`src/design/dwc_pkg.sv`:
```
// Shared types and constants for the stride-2 depthwise 3x3 convolution block.
package dwc_pkg;

	localparam int SMP_W  = 16;
	localparam int TAP_W  = 16;
	localparam int PROD_W = 32;
	localparam int ROW_W  = 34;
	localparam int ACC_W  = 36;
	localparam int Q_W    = ACC_W - 13;
	localparam int CFG_W  = 48;
	localparam int IDX_W  = 3;

	localparam logic [IDX_W-1:0] REG_TAPS_TOP = 3'd0;
	localparam logic [IDX_W-1:0] REG_TAPS_MID = 3'd1;
	localparam logic [IDX_W-1:0] REG_TAPS_BOT = 3'd2;
	localparam logic [IDX_W-1:0] REG_BIAS     = 3'd3;
	localparam logic [IDX_W-1:0] REG_CLAMP_LO = 3'd4;
	localparam logic [IDX_W-1:0] REG_CLAMP_HI = 3'd5;
	localparam logic [IDX_W-1:0] REG_PAD_TOP  = 3'd6;
	localparam logic [IDX_W-1:0] REG_HEIGHT   = 3'd7;

	// which rows feed the window on this input row
	localparam logic [1:0] MODE_NONE     = 2'd0;
	localparam logic [1:0] MODE_FULL     = 2'd1;
	localparam logic [1:0] MODE_LAST_ODD = 2'd2;
	localparam logic [1:0] MODE_SINGLE   = 2'd3;

	typedef logic signed [SMP_W-1:0]  smp_t;
	typedef logic signed [PROD_W-1:0] prod_t;
	typedef logic signed [ROW_W-1:0]  rsum_t;
	typedef logic signed [ACC_W-1:0]  acc_t;

	typedef struct packed {
		logic       row_end;
		logic       last_row;
		logic       col_odd;
		logic [1:0] mode;
		logic       r1_ok;
		logic       r2_ok;
		logic       in_range;
	} ctl_t;

	typedef struct packed {
		logic row_end;
		logic frame_end;
	} endf_t;

endpackage

```
`src/design/dwc_mac.sv`:
```
// Adder stages, rounding, clamping and the output register.
module dwc_mac import dwc_pkg::*; (
	input  logic                 clk,
	input  logic                 arst_n,
	input  logic                 adv,
	input  logic                 v_s2,
	input  endf_t                endf_s2,
	input  prod_t                prod_s2 [3][3],
	input  logic signed [31:0]   bias,
	input  smp_t                 clamp_lo,
	input  smp_t                 clamp_hi,
	output logic                 valid_q,
	output smp_t                 result_q,
	output endf_t                endf_q
);

	rsum_t rsum_s3 [3];
	logic  v_s3;
	endf_t endf_s3;
	acc_t  acc_s4;
	logic  v_s4;
	endf_t endf_s4;
	logic signed [Q_W-1:0] q;
	logic signed [Q_W-1:0] q_lo;
	logic signed [Q_W-1:0] q_hi;

	always_comb begin
		q = Q_W'(acc_s4 >>> 13);
		if (q < Q_W'(clamp_lo)) begin
			q_lo = Q_W'(clamp_lo);
		end else begin
			q_lo = q;
		end
		if (q_lo > Q_W'(clamp_hi)) begin
			q_hi = Q_W'(clamp_hi);
		end else begin
			q_hi = q_lo;
		end
	end

	always_ff @(posedge clk or negedge arst_n) begin
		if (!arst_n) begin
			v_s3    <= 1'b0;
			v_s4    <= 1'b0;
			valid_q <= 1'b0;
		end else if (adv) begin
			v_s3    <= v_s2;
			v_s4    <= v_s3;
			valid_q <= v_s4;
		end
	end

	always_ff @(posedge clk) begin
		if (adv) begin
			for (int r = 0; r < 3; r++) begin
				rsum_s3[r] <= ROW_W'(prod_s2[r][0]) + ROW_W'(prod_s2[r][1])
					+ ROW_W'(prod_s2[r][2]);
			end
			endf_s3  <= endf_s2;
			acc_s4   <= ACC_W'(rsum_s3[0]) + ACC_W'(rsum_s3[1]) + ACC_W'(rsum_s3[2])
				+ ACC_W'(bias) + ACC_W'(4096);
			endf_s4  <= endf_s3;
			result_q <= q_hi[SMP_W-1:0];
			endf_q   <= endf_s4;
		end
	end

endmodule

```
`config.mk`:
```
export PLATFORM = sky130hd
export DESIGN_NAME = dwc_mac
export DESIGN_NICKNAME = d
export VERILOG_FILES = /design/src/design/dwc_pkg.sv /design/src/design/dwc_mac.sv
export SDC_FILE = /design/constraint.sdc
export NUM_CORES = 1
export LEC_CHECK = 0
export ABC_AREA = 1
export BUFFER_PORTS_ARGS = -buffer_cell sky130_fd_sc_hd__buf_2
export CORE_ASPECT_RATIO = 1.1
export CORE_MARGIN = 2
export CORE_UTILIZATION = 45
export DETAILED_ROUTE_END_ITERATION = 8
export PLACE_DENSITY = 0.7
export SLEW_MARGIN = 10
export SYNTH_ARGS = -nofsm -noshare
export SYNTH_HDL_FRONTEND = slang
export SYNTH_SLANG_ARGS = --single-unit
export TNS_END_PERCENT = 30
```
`constraint.sdc`:
```
create_clock -name clk -period 9.5 [get_ports clk]
set_clock_uncertainty 0.05 [all_clocks]
set_input_delay 2.85 -clock clk [delete_from_list [all_inputs] [get_ports clk]]
set_output_delay 2.85 -clock clk [all_outputs]
set_load 0.05 [all_outputs]
```
Word-level counts from Yosys, hierarchy flattened
Memories as Yosys holds them, arrays and structs flattened.
Cells that the tools add are included.
Word-level totals
  bits in registers: 61
  bits in latches: 0
  RAM bits: 102
  bits in read-only memories: 0
  input bits: 358
  output and inout port bits: 19
  logic and storage cells: 28
  memories kept: 1
Operators by class
  $add $sub $neg: 10
  multiply operators: 0
  div/mod/pow operators: 0
  magnitude comparators: 2
  equal/unequal tests: 0
  shift operators: 0
  mux-type cells: 4
  bitwise gates (word level): 0
  reduce and logical (&&, ||, !) cells: 0
Memory list
  rsum_s3: depth 3, bits a word 34, read ports 3, clocked after memory_dff 0, wr ports 3, line dwc_mac.sv:17  | rsum_t rsum_s3 [3];
Operator list (number)
  adder 33 x 32 -> 34 bit: 3
  adder 32 x 32 -> 33 bit: 3
  adder 35 x 34 -> 36 bit: 1
  adder 36 x 14 -> 36 bit (second input constant): 1
  adder 36 x 32 -> 36 bit: 1
  adder 34 x 34 -> 35 bit: 1
  > comparator 23 x 16 -> 1 bit: 1
  less-than comparator 23 x 16 -> 1 bit: 1
  2-to-1 mux 23 bit: 1
  2-to-1 mux 16 bit: 1
  2-to-1 mux 1 bit: 2

Depth between registers and ports, before layout
An unclocked memory read counts as a cell.
  depth after elaboration: 5
  depth in mapped cells: 29
  gate-level depth less buffers: 27

Worst setup path before layout
Ideal clock, no wire load.
  kind: input-to-reg
  start point: input clamp_lo[15]
  end point: register result_q[10] (data pin)
  setup time: 0.253 ns
  arrival time: 5.851 ns
  required time: 9.197 ns
  path slack: 3.346 ns
  stages: 21
  buffers on the path: 2
  path through: inv_1 ha_1 nand2_1 inv_1 nand2_1 nand2_1 a21oi_1 nand3_2 nand2_1 buf_2 nand3_1 and2_1 ha_1 nand2_1 nor2_1 nand2_1 nor4b_1 nand2_1 clkbuf_1 nand3_1 nand2_1
On the way
  cells in the longest elaborated chain, start to end: 4
RTL lines
  start: declaration: line dwc_mac.sv:10  | input smp_t clamp_lo,
  less-than comparator 23 x 16 -> 1 bit: line dwc_mac.sv:29  | if (q < Q_W'(clamp_lo)) begin
  2-to-1 mux 23 bit *: line dwc_mac.sv:29
  > comparator 23 x 16 -> 1 bit: line dwc_mac.sv:34  | if (q_lo > Q_W'(clamp_hi)) begin
  2-to-1 mux 16 bit *: line dwc_mac.sv:34
  net q_hi[10]: line dwc_mac.sv:25  | logic signed [Q_W-1:0] q_hi;
  end signal: assignment: line dwc_mac.sv:63  | result_q <= q_hi[SMP_W-1:0];
  end: declaration: line dwc_mac.sv:13  | output smp_t result_q,
Mark *: on every way through the listed nets, which the timed path passes. The rest lies on a longest branch.
A chain may end at the register's enable or synchronous reset.

Worst setup path after layout
  start point: input clamp_lo[15]
  end point: register result_q[2] (data pin)
The elaborated chain is that of the path after synthesis.

==> impl_metrics.csv <==
group,metric,value,unit
outcome,outcome,"finished, final reports clean",
global_route,grt_max_degree,81,
hold_path,hp-class,"reg2reg",
synthesis,synth_seq_cells,150,
sta,period_share,74.7,%
worst_setup_path,crit_arrival,7.24,ns
sta,holdWs,0.374,ns
hold_path,hold_path_depth,0,
worst_setup_path,r2r_slack,4.74,ns
clock_network,cts_resized,0,
global_route,grt_pass1_wl,83700,um
worst_setup_path,rr_endpoint,"result_q[2]",
pwr,power_density,362,mW/mm^2
synthesis,ys_async_sr_fraction,2.00,%
synthesis,syn_avg_cell_area,8.26,um^2
route,firstDrtPassIters,5,
clock_network,ctsLongestPathBuffers,2,
route,vias,16000,
clock_network,clock_sinks,150,
cells_and_area,seqCellArea,0.00449,mm^2
cells_and_area,final_common_cell,"nand2_1",
synthesis,syn_area,0.0178,mm^2
floorplan,rows,76,
global_route,grt_pass1_vias,16300,
cells_and_area,nFillCells,3829,
synthesis,syn-num-nets,2889,
cells_and_area,final_cell_mix,"nand2_1, buf_2, inv_1",
clock_network,cts-htree-levels,4,
worst_setup_path,cpPeakStageDelay,0.63,ns
route,drcViolationCount,0,
worst_setup_path,cp_data_required_time,9.64,ns
synthesis,yosysUniqueCellTypes,35,
sta,hold_viol_final,0,
synthesis,ys_seq_area_share,25.2,%
route,drt-total-wl,52400,um
global_route,overflow,0,
hold_path,whs_endpoint,"endf_q[1]",
hold_path,min-delay-start,"endf_s4[1]",
floorplan,core,0.0391,mm^2
pwr,peakVddDrop,0.222,mV
cells_and_area,area_growth,17.1,%
place,routabilityCongestion,0.911,
sta,max_clock_freq,141,MHz
floorplan,dieArea,0.0412,mm^2
route,viasPerCell,5.22,
place,placed_cells,3036,
clock_network,cts_tree,"done",
clock_network,ctsRootBufferMaster,"clkbuf_16",
pwr,power.leakage,0.0103,uW
worst_setup_path,cp_max_fo,16,
sta,worst_pin_slew,0.988,ns
clock_network,cts_setup_buffers,0,
synthesis,synth_top_family_by_area,"adder cells",
floorplan,die_y,213,um
worst_setup_path,worstSetupEndpointType,"register",
cells_and_area,final_layout_size_suffix_gt1_share,16.3,%
clock_network,insertion_delay,0.45,ns
worst_setup_path,critPathKind,"in2reg",
cells_and_area,multiInputGateArea,0.0123,mm^2
clock_network,numCtsBuffers,17,
floorplan,die_x,194,um
synthesis,synthCells,2158,
synthesis,synth_xor_area_share,3.19,%
clock_network,cts_hold_buf,0,
sta,fin_crit,7.10,ns
clock_network,clk_pin_slew,0.06,ns
cells_and_area,fin_nets,3279,
synthesis,synthSimpleGateAreaFrac,22.9,%
place,dp.final_hpwl,46600,um
route,drt_iter0_markers,854,
cells_and_area,finalNonFillerCells,3069,
synthesis,synth_compound_area_share,9.89,%
synthesis,synth_adder_area_share,33.2,%
synthesis,synth-edff-count,147,
floorplan,ios,377,
worst_setup_path,crit_path_start_kind,"input port",
synthesis,muxShareOfSynthArea,0.0632,%
route,wire_per_inst,17.1,um
global_route,antenna_found_initial,4,
sta,setup_viol,0,
worst_setup_path,path_cells,"buf_2, inv_1, ha_1, nand2_1, inv_1, nand2_1, nand2_1, a21oi_1, nand4_1, nand2_2, nand2_1, and2_1, ha_1, nand2_1, nor2_1, nand2_1, nor4b_1, nand2_1, nand3_1, nand2_1",
sta,rsz0062_at_grt,"false",
sta,fin_tns_setup,0,ns
synthesis,ys_warn_count,0,
worst_setup_path,worstReg2RegStart,"acc_s4[35]",
flow_run,drv_cap,0,
worst_setup_path,slowest_stage,"nand4_1",
floorplan,initial_utilization,45.6,%
route,drtAntennaViolNets,0,
sta,drv_slew,0,
synthesis,synthFlopType,"edfxtp_1",
sta,relSlewSlack,33.4,%
place,port_buffers,376,
global_route,grtUsageTotal,25.9,%
worst_setup_path,reg2regPathDepth,18,
worst_setup_path,crit_path_frequent_cell,"nand2_1",
==> Yosys cell counts (11+ instances only) <==
master | n | area share (%)
nand4_1 | 20 | 0.70
nor3_1 | 32 | 0.90
a21oi_1 | 170 | 4.8
ha_1 | 206 | 14
edfxtp_1 | 147 | 25
and2_1 | 16 | 0.56
fa_1 | 167 | 19
a21o_1 | 15 | 0.63
xnor2_1 | 11 | 0.54
nand2_1 | 560 | 12
inv_1 | 255 | 5.4
nor2_1 | 202 | 4.3
nand3_1 | 142 | 4.0
o21ai_0 | 85 | 2.4
o21a_1 | 12 | 0.51
xor2_1 | 54 | 2.7
o21bai_1 | 18 | 0.76
==> logic make-up (layout without fill, tap and decap cells) <==
| group | count (synthesis) | after routing |
|---|---|---|
| AND/OR/NAND/NOR | 989 | 989 |
| AO/OA/AOI/OAI | 319 | 319 |
| other | 0 | 1 |
| buffers and inverters | 261 | 664 |
| multiplexers | 1 | 1 |
| flip-flops | 150 | 150 |
| adder cells (fa/ha/maj) | 373 | 373 |
| XOR/XNOR | 65 | 65 |
==> how the worst max path moves through the flow <==
| stage | from | to | slack, ns | cells after the start |
|---|---|---|---|---|
| after floorplan | clamp_lo[15] | result_q[10] | 3.35 | 21 |
| after global placement | clamp_lo[15] | result_q[7] | 2.26 | 20 |
| after detailed placement | clamp_lo[15] | result_q[6] | 2.03 | 20 |
| after CTS | clamp_lo[15] | result_q[2] | 2.50 | 20 |
| after global routing | clamp_lo[15] | result_q[7] | 1.99 | 20 |
| final | clamp_lo[15] | result_q[2] | 2.40 | 20 |
==> worst max-delay path: cells and delay by family <==
family                   cells  cell delay (ns)
AO/OA/AOI/OAI                1             0.25
adder cells (fa/ha/maj)      2             0.64
buffers and inverters        3             0.40
AND/OR/NAND/NOR             14             3.11
==> where the power goes <==
| group | internal [uW] | total [uW] | leakage [uW] | switching, uW |
|---|---|---|---|---|
| clock | 339 | 636 | 0.000259 | 297 |
| combinational | 1940 | 5600 | 0.00852 | 3660 |
| sequential | 1190 | 1320 | 0.00148 | 138 |
| total | 3470 | 7560 | 0.0103 | 4090 |
==> through the flow <==
step,worst slack [ns],total power (uW),area (um^2),util (%)
2_1_floorplan,3.35,5260,17800,-
3_3_place_gp,2.26,6820,20300,52.0
3_5_place_dp,2.03,6890,20300,52.0
4_1_cts,2.50,7570,20900,53.4
5_1_grt,1.99,8400,20900,53.4
6_report,2.40,7560,20900,53.4
==> flip-flops by register name, summed over array words and instances (netlist names) <==
signal / flops
rsum_s3: 102
acc_s4: 23
result_q: 16
endf_q: 2
endf_s3: 2
endf_s4: 2
v_s3: 1
v_s4: 1
valid_q: 1
==> final cells by class <==
cell class | instances | share of cell area (%)
diodes | 1 | 0.0120
repair buffers | 377 | 9.08
clock buffers | 17 | 2.04
multi-input cells | 1747 | 59.1
inverters | 255 | 4.59
well taps | 507 | 3.04
clock inverters | 15 | 0.582
flip-flops and latches | 150 | 21.5
==> layer usage <==
layer  wire length (um)  track usage (%)  part of all wire (%)
met5                 40                0                 0.076
met4               1240             7.42                   2.4
met3               2970             4.61                   5.7
met2              25600             45.7                    49
met1              22600             32.6                    43
Note: power is estimated with default switching activity, not from simulation.
